$ cat config.mk
export PLATFORM = sky130hd
export DESIGN_NAME = svcb_rdata_param_parser
export DESIGN_NICKNAME = d
export VERILOG_FILES = /design/src/svcbp_pkg.sv /design/src/svcb_rdata_param_parser.sv /design/src/svcbp_core.sv
export SDC_FILE = /design/constraint.sdc
export NUM_CORES = 1
export LEC_CHECK = 0
export BUFFER_PORTS_ARGS = -buffer_cell sky130_fd_sc_hd__buf_4
export CELL_PAD_IN_SITES_DETAIL_PLACEMENT = 1
export CELL_PAD_IN_SITES_GLOBAL_PLACEMENT = 2
export CORE_MARGIN = 2
export CORE_UTILIZATION = 38
export DETAILED_ROUTE_END_ITERATION = 7
export GPL_TIMING_DRIVEN = 0
export MAX_ROUTING_LAYER = met4
export PLACE_DENSITY = 0.8
export REMOVE_ABC_BUFFERS = 1
export SYNTH_ARGS = -nofsm -noshare
export SYNTH_HDL_FRONTEND = slang
export SYNTH_HIERARCHICAL = 1
export SYNTH_SLANG_ARGS = --single-unit
$ cat constraint.sdc
create_clock -name clk -period 10.8 [get_ports clk]
set_input_delay 2.16 -clock clk [delete_from_list [all_inputs] [get_ports clk]]
set_output_delay 2.16 -clock clk [all_outputs]
set_load 0.01 [all_outputs]
$ cat src/svcbp_pkg.sv
`default_nettype none

package svcbp_pkg;

	localparam logic [7:0] LABEL_PTR_MASK = 8'hC0;

	localparam logic [15:0] KEY_ALPN = 16'd1;
	localparam logic [15:0] KEY_IPV4 = 16'd4;
	localparam logic [15:0] KEY_ECH  = 16'd5;
	localparam logic [15:0] KEY_IPV6 = 16'd6;

	localparam logic [2:0] KIND_ALPN_START = 3'd0;
	localparam logic [2:0] KIND_ALPN_BYTE  = 3'd1;
	localparam logic [2:0] KIND_IPV4       = 3'd2;
	localparam logic [2:0] KIND_IPV6       = 3'd3;
	localparam logic [2:0] KIND_COMMIT     = 3'd4;
	localparam logic [2:0] KIND_END        = 3'd5;

	localparam logic [1:0] ST_OK        = 2'd0;
	localparam logic [1:0] ST_POINTER   = 2'd1;
	localparam logic [1:0] ST_TRUNCATED = 2'd2;
	localparam logic [1:0] ST_SHORT     = 2'd3;

	typedef enum logic [4:0] {
		PH_PRIO  = 5'b00001,
		PH_LABEL = 5'b00010,
		PH_SKIP  = 5'b00100,
		PH_HDR   = 5'b01000,
		PH_VAL   = 5'b10000
	} phase_t;

	typedef struct packed {
		logic        v_value;
		logic        v_commit;
		logic        v_end;
		logic [2:0]  kind;
		logic [15:0] key;
		logic [31:0] value;
		logic [63:0] addr_high;
		logic [63:0] addr_low;
		logic [15:0] commit_len;
		logic [1:0]  status;
	} res_t;

	function automatic logic known_key(input logic [15:0] k);
		known_key = (k == KEY_ALPN) || (k == KEY_IPV4) || (k == KEY_ECH) || (k == KEY_IPV6);
	endfunction

endpackage

`default_nettype wire

$ cat src/svcb_rdata_param_parser.sv
// Wire-form SVCB/HTTPS record-data parameter parser. One record byte is taken per beat on the
// input channel (last marks the final byte); each byte updates the parser state in the same
// cycle and leaves up to three results (a value result, a parameter commit, a record end) in a
// three-slot result buffer that drains one result per cycle while out_ready is high. A byte that
// causes at most one result is taken every cycle while the consumer keeps up; a byte with more
// results holds the input until the single output port has taken all but one. run_last flags
// the last result of each byte. No clearing pass follows reset; bytes are accepted at once.
`default_nettype none

module svcb_rdata_param_parser (
	input  wire logic        clk,
	input  wire logic        arst_n,
	input  wire logic        in_valid,
	output      logic        in_ready,
	input  wire logic [7:0]  data_byte,
	input  wire logic        last,
	output      logic        out_valid,
	input  wire logic        out_ready,
	output      logic [2:0]  kind,
	output      logic [15:0] param_key,
	output      logic [31:0] value,
	output      logic [63:0] addr_high,
	output      logic [63:0] addr_low,
	output      logic [1:0]  status,
	output      logic        run_last
);

	svcbp_pkg::res_t res;
	logic        take;
	logic        single;
	logic [2:0]  v_s1;
	logic [2:0]  kind_s1;
	logic [15:0] key_s1;
	logic [31:0] value_s1;
	logic [63:0] hi_s1;
	logic [63:0] lo_s1;
	logic [15:0] clen_s1;
	logic [1:0]  status_s1;

	assign single    = (v_s1 & (v_s1 - 3'd1)) == 3'd0;
	assign out_valid = v_s1 != 3'd0;
	assign in_ready  = !out_valid || (single && out_ready);
	assign take      = in_valid && in_ready;

	svcbp_core u_core (
		.clk       (clk),
		.arst_n    (arst_n),
		.advance   (take),
		.data_byte (data_byte),
		.last      (last),
		.res       (res)
	);

	always_ff @(posedge clk or negedge arst_n) begin
		if (!arst_n) begin
			v_s1 <= 3'd0;
		end else if (take) begin
			v_s1 <= {res.v_end, res.v_commit, res.v_value};
		end else if (out_valid && out_ready) begin
			v_s1 <= v_s1 & (v_s1 - 3'd1);
		end
	end

	always_ff @(posedge clk) begin
		if (take) begin
			kind_s1   <= res.kind;
			key_s1    <= res.key;
			value_s1  <= res.value;
			hi_s1     <= res.addr_high;
			lo_s1     <= res.addr_low;
			clen_s1   <= res.commit_len;
			status_s1 <= res.status;
		end
	end

	always_comb begin
		kind      = svcbp_pkg::KIND_END;
		param_key = 16'd0;
		value     = 32'd0;
		addr_high = 64'd0;
		addr_low  = 64'd0;
		status    = 2'd0;
		run_last  = 1'b1;
		if (v_s1[0]) begin
			kind      = kind_s1;
			param_key = key_s1;
			value     = value_s1;
			addr_high = hi_s1;
			addr_low  = lo_s1;
			run_last  = v_s1[2:1] == 2'd0;
		end else if (v_s1[1]) begin
			kind      = svcbp_pkg::KIND_COMMIT;
			param_key = key_s1;
			value     = {16'd0, clen_s1};
			run_last  = !v_s1[2];
		end else begin
			status = status_s1;
		end
	end

endmodule

`default_nettype wire

$ cat src/svcbp_core.sv
`default_nettype none

module svcbp_core (
	input  wire logic              clk,
	input  wire logic              arst_n,
	input  wire logic              advance,
	input  wire logic [7:0]        data_byte,
	input  wire logic              last,
	output svcbp_pkg::res_t        res
);

	svcbp_pkg::phase_t phase_q, phase_n;
	logic [5:0]  skip_q, skip_n;
	logic [15:0] key_q, key_n;
	logic [15:0] vlen_q, vlen_n;
	logic [15:0] off_q, off_n;
	logic [7:0]  alpn_q, alpn_n;
	logic [63:0] acc0_q, acc0_n;
	logic [63:0] acc1_q, acc1_n;
	logic [1:0]  seen_q, seen_n;
	logic        abort_q, abort_n;
	logic [16:0] id_end;

	always_comb begin
		phase_n = phase_q;
		skip_n  = skip_q;
		key_n   = key_q;
		vlen_n  = vlen_q;
		off_n   = off_q;
		alpn_n  = alpn_q;
		acc0_n  = acc0_q;
		acc1_n  = acc1_q;
		abort_n = abort_q;
		seen_n  = (seen_q == 2'd3) ? 2'd3 : seen_q + 2'd1;
		id_end  = {1'b0, off_q} + 17'd1 + {9'd0, data_byte};
		res     = '0;
		res.key = key_q;

		if (!abort_q) begin
			case (phase_q)
				svcbp_pkg::PH_PRIO: begin
					if (seen_n >= 2'd2)
						phase_n = svcbp_pkg::PH_LABEL;
				end
				svcbp_pkg::PH_LABEL: begin
					if (data_byte == 8'd0) begin
						phase_n = svcbp_pkg::PH_HDR;
						skip_n  = 6'd0;
					end else if ((data_byte & svcbp_pkg::LABEL_PTR_MASK) != 8'd0) begin
						abort_n = 1'b1;
					end else begin
						skip_n  = data_byte[5:0];
						phase_n = svcbp_pkg::PH_SKIP;
					end
				end
				svcbp_pkg::PH_SKIP: begin
					skip_n = skip_q - 6'd1;
					if (skip_q == 6'd1)
						phase_n = svcbp_pkg::PH_LABEL;
				end
				svcbp_pkg::PH_HDR: begin
					if (skip_q == 6'd0)
						key_n = {data_byte, 8'd0};
					else if (skip_q == 6'd1)
						key_n = {key_q[15:8], data_byte};
					else if (skip_q == 6'd2)
						vlen_n = {data_byte, 8'd0};
					else
						vlen_n = {vlen_q[15:8], data_byte};
					if (skip_q < 6'd3) begin
						skip_n = skip_q + 6'd1;
					end else begin
						skip_n = 6'd0;
						off_n  = 16'd0;
						alpn_n = 8'd0;
						acc0_n = 64'd0;
						acc1_n = 64'd0;
						if (vlen_n == 16'd0) begin
							res.v_commit   = svcbp_pkg::known_key(key_q);
							res.commit_len = 16'd0;
						end else begin
							phase_n = svcbp_pkg::PH_VAL;
						end
					end
				end
				svcbp_pkg::PH_VAL: begin
					if (key_q == svcbp_pkg::KEY_ALPN) begin
						if (skip_q == 6'd0) begin
							if (alpn_q == 8'd0) begin
								if (id_end > {1'b0, vlen_q}) begin
									skip_n = 6'd1;
								end else begin
									alpn_n      = data_byte;
									res.v_value = 1'b1;
									res.kind    = svcbp_pkg::KIND_ALPN_START;
									res.value   = {24'd0, data_byte};
								end
							end else begin
								alpn_n      = alpn_q - 8'd1;
								res.v_value = 1'b1;
								res.kind    = svcbp_pkg::KIND_ALPN_BYTE;
								res.value   = {24'd0, data_byte};
							end
						end
					end else if (key_q == svcbp_pkg::KEY_IPV4) begin
						acc0_n = {32'd0, acc0_q[23:0], data_byte};
						if (off_q[1:0] == 2'd3) begin
							res.v_value = 1'b1;
							res.kind    = svcbp_pkg::KIND_IPV4;
							res.value   = acc0_n[31:0];
						end
					end else if (key_q == svcbp_pkg::KEY_IPV6) begin
						if (!off_q[3])
							acc0_n = {acc0_q[55:0], data_byte};
						else
							acc1_n = {acc1_q[55:0], data_byte};
						if (off_q[3:0] == 4'd15) begin
							res.v_value   = 1'b1;
							res.kind      = svcbp_pkg::KIND_IPV6;
							res.addr_high = acc0_n;
							res.addr_low  = acc1_n;
						end
					end
					off_n = off_q + 16'd1;
					if (off_n == vlen_q) begin
						res.v_commit   = svcbp_pkg::known_key(key_q);
						res.commit_len = vlen_q;
						phase_n        = svcbp_pkg::PH_HDR;
						skip_n         = 6'd0;
					end
				end
				default: begin
					phase_n = svcbp_pkg::PH_PRIO;
				end
			endcase
		end

		if (last) begin
			res.v_end = 1'b1;
			if (seen_n < 2'd3)
				res.status = svcbp_pkg::ST_SHORT;
			else if (abort_n)
				res.status = svcbp_pkg::ST_POINTER;
			else if (phase_n == svcbp_pkg::PH_VAL)
				res.status = svcbp_pkg::ST_TRUNCATED;
			else
				res.status = svcbp_pkg::ST_OK;
			phase_n = svcbp_pkg::PH_PRIO;
			skip_n  = 6'd0;
			key_n   = 16'd0;
			vlen_n  = 16'd0;
			off_n   = 16'd0;
			alpn_n  = 8'd0;
			acc0_n  = 64'd0;
			acc1_n  = 64'd0;
			seen_n  = 2'd0;
			abort_n = 1'b0;
		end
	end

	always_ff @(posedge clk or negedge arst_n) begin
		if (!arst_n) begin
			phase_q <= svcbp_pkg::PH_PRIO;
			skip_q  <= 6'd0;
			key_q   <= 16'd0;
			vlen_q  <= 16'd0;
			off_q   <= 16'd0;
			alpn_q  <= 8'd0;
			acc0_q  <= 64'd0;
			acc1_q  <= 64'd0;
			seen_q  <= 2'd0;
			abort_q <= 1'b0;
		end else if (advance) begin
			phase_q <= phase_n;
			skip_q  <= skip_n;
			key_q   <= key_n;
			vlen_q  <= vlen_n;
			off_q   <= off_n;
			alpn_q  <= alpn_n;
			acc0_q  <= acc0_n;
			acc1_q  <= acc1_n;
			seen_q  <= seen_n;
			abort_q <= abort_n;
		end
	end

endmodule

`default_nettype wire

==> metrics.md <==
| Metric | Value |
|---|---|
| Overall routing resource usage | `20.8%` |
| Clk pwr share | `40.9%` |
| CP delay by family, top | `compound AO/OA/AOI/OAI gates` |
| Most used flip-flop cell after synthesis | `dfrtp_1` |
| Share of layout cells above drive strength 1 | `16.6%` |
| Max incr delay on CP | `0.53 ns` |
| DR iter-0 viols | `932` |
| Placed inst area | `0.0220 mm^2` |
| Switching share of power | `26.2%` |
| H-Tree Depth | `2` |
| Die Height | `232 um` |
| CTS Buffer Depth | `3` |
| Leak | `9.38 nW` |
| Starting density of the core | `38.4%` |
| Cell Chain, Critical Path | `buf_4, inv_1, ha_1, inv_1, fa_1, nand2_1, a21o_1, a211oi_1, nand3_1, xnor2_1, ha_1, nand4_1, nor3_1, o31ai_1, a31oi_1, o21ai_0, a31o_1, o21ai_2, o31ai_2` |
| Via-per-instance ratio | `5.42` |
| Routed WL | `53,900 um` |
| PwrDens | `156 mW/mm^2` |
| Rel. slew slack | `31.9%` |
| Post-CTS Resized | `0` |
| Clk Latency, worst-skew pair | `0.58 ns` |
| Final net count | `1,946` |
| Cell Area, Synth | `0.0197 mm^2` |
| Peak VDD IR | `0.000102 V` |
| Largest net degree at the start of global routing | `108` |
| Initial antenna violation count | `0` |
| CTS tree | `done` |
| CTS Sinks | `398` |
| Die area | `0.0537 mm^2` |
| Site Rows | `83` |
| Post-synthesis sequential area ratio | `55.6%` |
| Avg Cell Area, Syn | `11.2 um^2` |
| Final hold viol count | `0` |
| Fin util | `45.6%` |
| Sequential Power Share | `49.1%` |
| FF+latch count, synth | `398` |
| CP Class | `in2reg` |
| Sw Pwr | `0.000958 W` |
| Slowest-stage cell, CP | `a211oi_1` |
| First-pass GRT wire length | `85,600 um` |
| Max Clk Rate | `0.160 GHz` |
| Core ar. | `0.0513 mm^2` |
| Crit path arrival time | `6.69 ns` |
| Period minus WS final | `6.25 ns` |
| Max Cap Violations | `0` |
| Post-synth ARST share | `50.5%` |
| Share of the synthesized area in the top cell type | `30.0%` |
| RSZ-0062 raised after global routing | `no` |
| Critical Path RT | `11.24 ns` |
| Clock Skew | `0.0186 ns` |
| Netlist cell types | `78` |
| First-pass DRT Iterations | `5` |
| Post-synth EDFFs | `197` |
| I/O Pins | `197` |
| Die width | `232 um` |
| Setup crit end kind | `flip-flop` |
| WP buf/inv | `3` |
| Comb power frac | `10.0%` |
| Hold-fix buffers at CTS | `0` |
| Cell count after synthesis | `1,763` |
| Layout area overhead | `18.9%` |
| Vias in the first global route | `14,600` |
| DRT antenna net count | `0` |
| Hold Crit Class | `reg2reg` |
| Status | `completed` |
| P_int | `0.00269 W` |
| Ys Warns | `6` |
| Hpwl dp | `36,100 um` |
| DR WL/cell | `20.6 um` |
| DRC errors left | `0` |
| Period utilisation layout | `57.9%` |
| Synth area leaders | `edfxtp_1 30%, dfrtp_1 25%, mux2i_1 6.7%, a22o_1 6.6%, and2_1 5.8%` |
| Clock Tree Root | `clkbuf_16` |
| RePlAce Congestion | `0.831` |
| Port bufs | `196` |
| Vias | `14,200` |
| Crit path max fanout | `14` |
| Worst hold slack | `0.490 ns` |
| CP startpoint kind | `input pin` |
| FILL cells | `5,522` |
| Setup bufs post-CTS | `0` |
| Num CTS Buffers | `45` |
| Clk pin slew, worst setup/hold paths | `0.06 ns` |
| Worst-Margin Slew | `1.02 ns` |
| Design area | `0.0234 mm^2` |
| Yosys top cell by area | `edfxtp_1` |
| Pins Over Slew Limit | `0` |
| Final setup fails | `0` |
| Total grt overflow | `0` |
power by group through the flow:
| stage | clock network (W) | registers, W | logic, W |
|---|---|---|---|
| 6_report | 0.00149 | 0.00179 | 0.000366 |
| 5_1_grt | 0.00159 | 0.00181 | 0.000411 |
| 4_1_cts | 0.00153 | 0.00180 | 0.000369 |
| 3_5_place_dp | 0 | 0.00182 | 0.000367 |
| 3_3_place_gp | 0 | 0.00183 | 0.000336 |
| 2_1_floorplan | 0 | 0.00179 | 0.000235 |
metrics by stage:
| stage | setup slack (ns) | TNS, ns | std cells | power (W) |
|---|---|---|---|---|
| after floorplan | -2.70 | -258.97 | 1633 | 0.00203 |
| after global placement | -12.72 | -1948.50 | 2509 | 0.00217 |
| after detailed placement | 3.97 | 0 | 2533 | 0.00219 |
| after CTS | 4.57 | 0 | 2617 | 0.00370 |
| after global routing | 4.19 | 0 | 2617 | 0.00381 |
| final | 4.55 | 0 | 2618 | 0.00365 |
synth_stat cells (3+ instances only):
cell type	count
nor4b_1	4
a22o_1	148
nand3_1	23
o21ai_0	72
buf_6	5
buf_4	7
o21bai_1	3
ha_1	32
or2_2	4
a211oi_1	6
nor3_1	37
nor3b_1	3
a21oi_1	44
xnor2_1	25
and3_1	6
clkbuf_1	84
a31oi_1	12
o22ai_1	5
or3_1	7
inv_1	39
dfrtp_1	200
o31ai_1	8
edfxtp_1	197
buf_2	34
o21a_1	7
nor2_1	187
nand2b_1	14
o41ai_1	3
and2_1	182
or4_1	6
nand4_1	4
nor2b_1	22
a21o_1	7
nand2_1	88
mux2i_1	131
nor4_1	13
a22oi_1	24
o31ai_2	4
o211ai_1	4
xor2_1	14
cells by family (layout without fill, tap and decap cells):
logic type / Yosys count / after routing / share of synthesized area, %
and+or+nand+nor: 618 / 618 / 16.1
DFF: 398 / 398 / 55.6
AOI/OAI and AO/OA: 373 / 373 / 13.9
buffers and inverters: 169 / 343 / 3.76
muxes: 131 / 131 / 6.66
xor gates and xnor gates: 39 / 39 / 1.73
adders and majority gates: 34 / 34 / 2.19
other: 1 / 2 / 0.0190
layer usage:
layer	part of all wire [%]	GRT usage [%]	wire, um
met1	46	28.0	24800
met2	48	32.7	25700
met3	3.7	2.57	2010
met4	2.6	6.61	1410
met5	0	-	0
worst reg2reg max path, stage by stage (launching register included):
cell      delay [ns]
dfrtp_4         0.90
ha_1            0.39
o21ai_0         0.11
a21o_1          0.20
a211oi_1        0.53
nand3_1         0.17
xnor2_1         0.17
ha_1            0.33
nand4_1         0.12
nor3_1          0.43
o31ai_1         0.20
a31oi_1         0.40
o21ai_0         0.27
a31o_1          0.45
o21ai_2         0.20
o31ai_2         0.07
cell type report:
class	instances	area [um^2]	area share, %
clock buffers	63	1240	5.31
repair buffers	220	1960	8.36
well taps	680	851	3.63
multi-input cells	1196	8080	34.5
flip-flops and latches	398	11000	46.8
clock inverters	21	181	0.775
inverters	39	146	0.625
diodes	1	2.50	0.0107
sequential cells by signal, indices dropped and copies added, names as in the netlist:
name / count
hi_s1: 64
lo_s1: 64
u_core/acc0_q: 64
u_core/acc1_q: 64
value_s1: 32
clen_s1: 16
key_s1: 16
u_core/key_q: 16
u_core/off_q: 16
u_core/vlen_q: 16
u_core/alpn_q: 8
u_core/skip_q: 6
u_core/phase_q: 5
kind_s1: 3
v_s1: 3
status_s1: 2
u_core/seen_q: 2
u_core/abort_q: 1
layout by cell type (no fill, tap or decap), types with 23 or more instances in the layout:
cell,count
a21oi_1,44
a22o_1,148
a22oi_1,24
and2_1,181
buf_4,197
clkbuf_16,45
dfrtp_1,198
edfxtp_1,197
ha_1,32
inv_1,39
mux2i_1,131
nand2_1,88
nand3_1,23
nor2_1,186
nor3_1,36
o21ai_0,70
xnor2_1,25
path summary, 6_finish.rpt:
| path | from | to | slack (ns) | cells past startpoint |
|---|---|---|---|---|
| max | data_byte[0] | u_core/skip_q[2] | 4.55 | 19 |
| min | u_core/key_q[6] | key_s1[6] | 0.49 | 0 |
| max reg2reg | u_core/off_q[3] | u_core/skip_q[2] | 5.72 | 15 |
| min reg2reg | u_core/key_q[6] | key_s1[6] | 0.49 | 0 |
| max in group asynchronous | arst_n | u_core/acc1_q[34] | 8.45 | 2 |
| min in group asynchronous | arst_n | u_core/key_q[14] | 1.50 | 1 |
(Power assumes the default switching activity.)
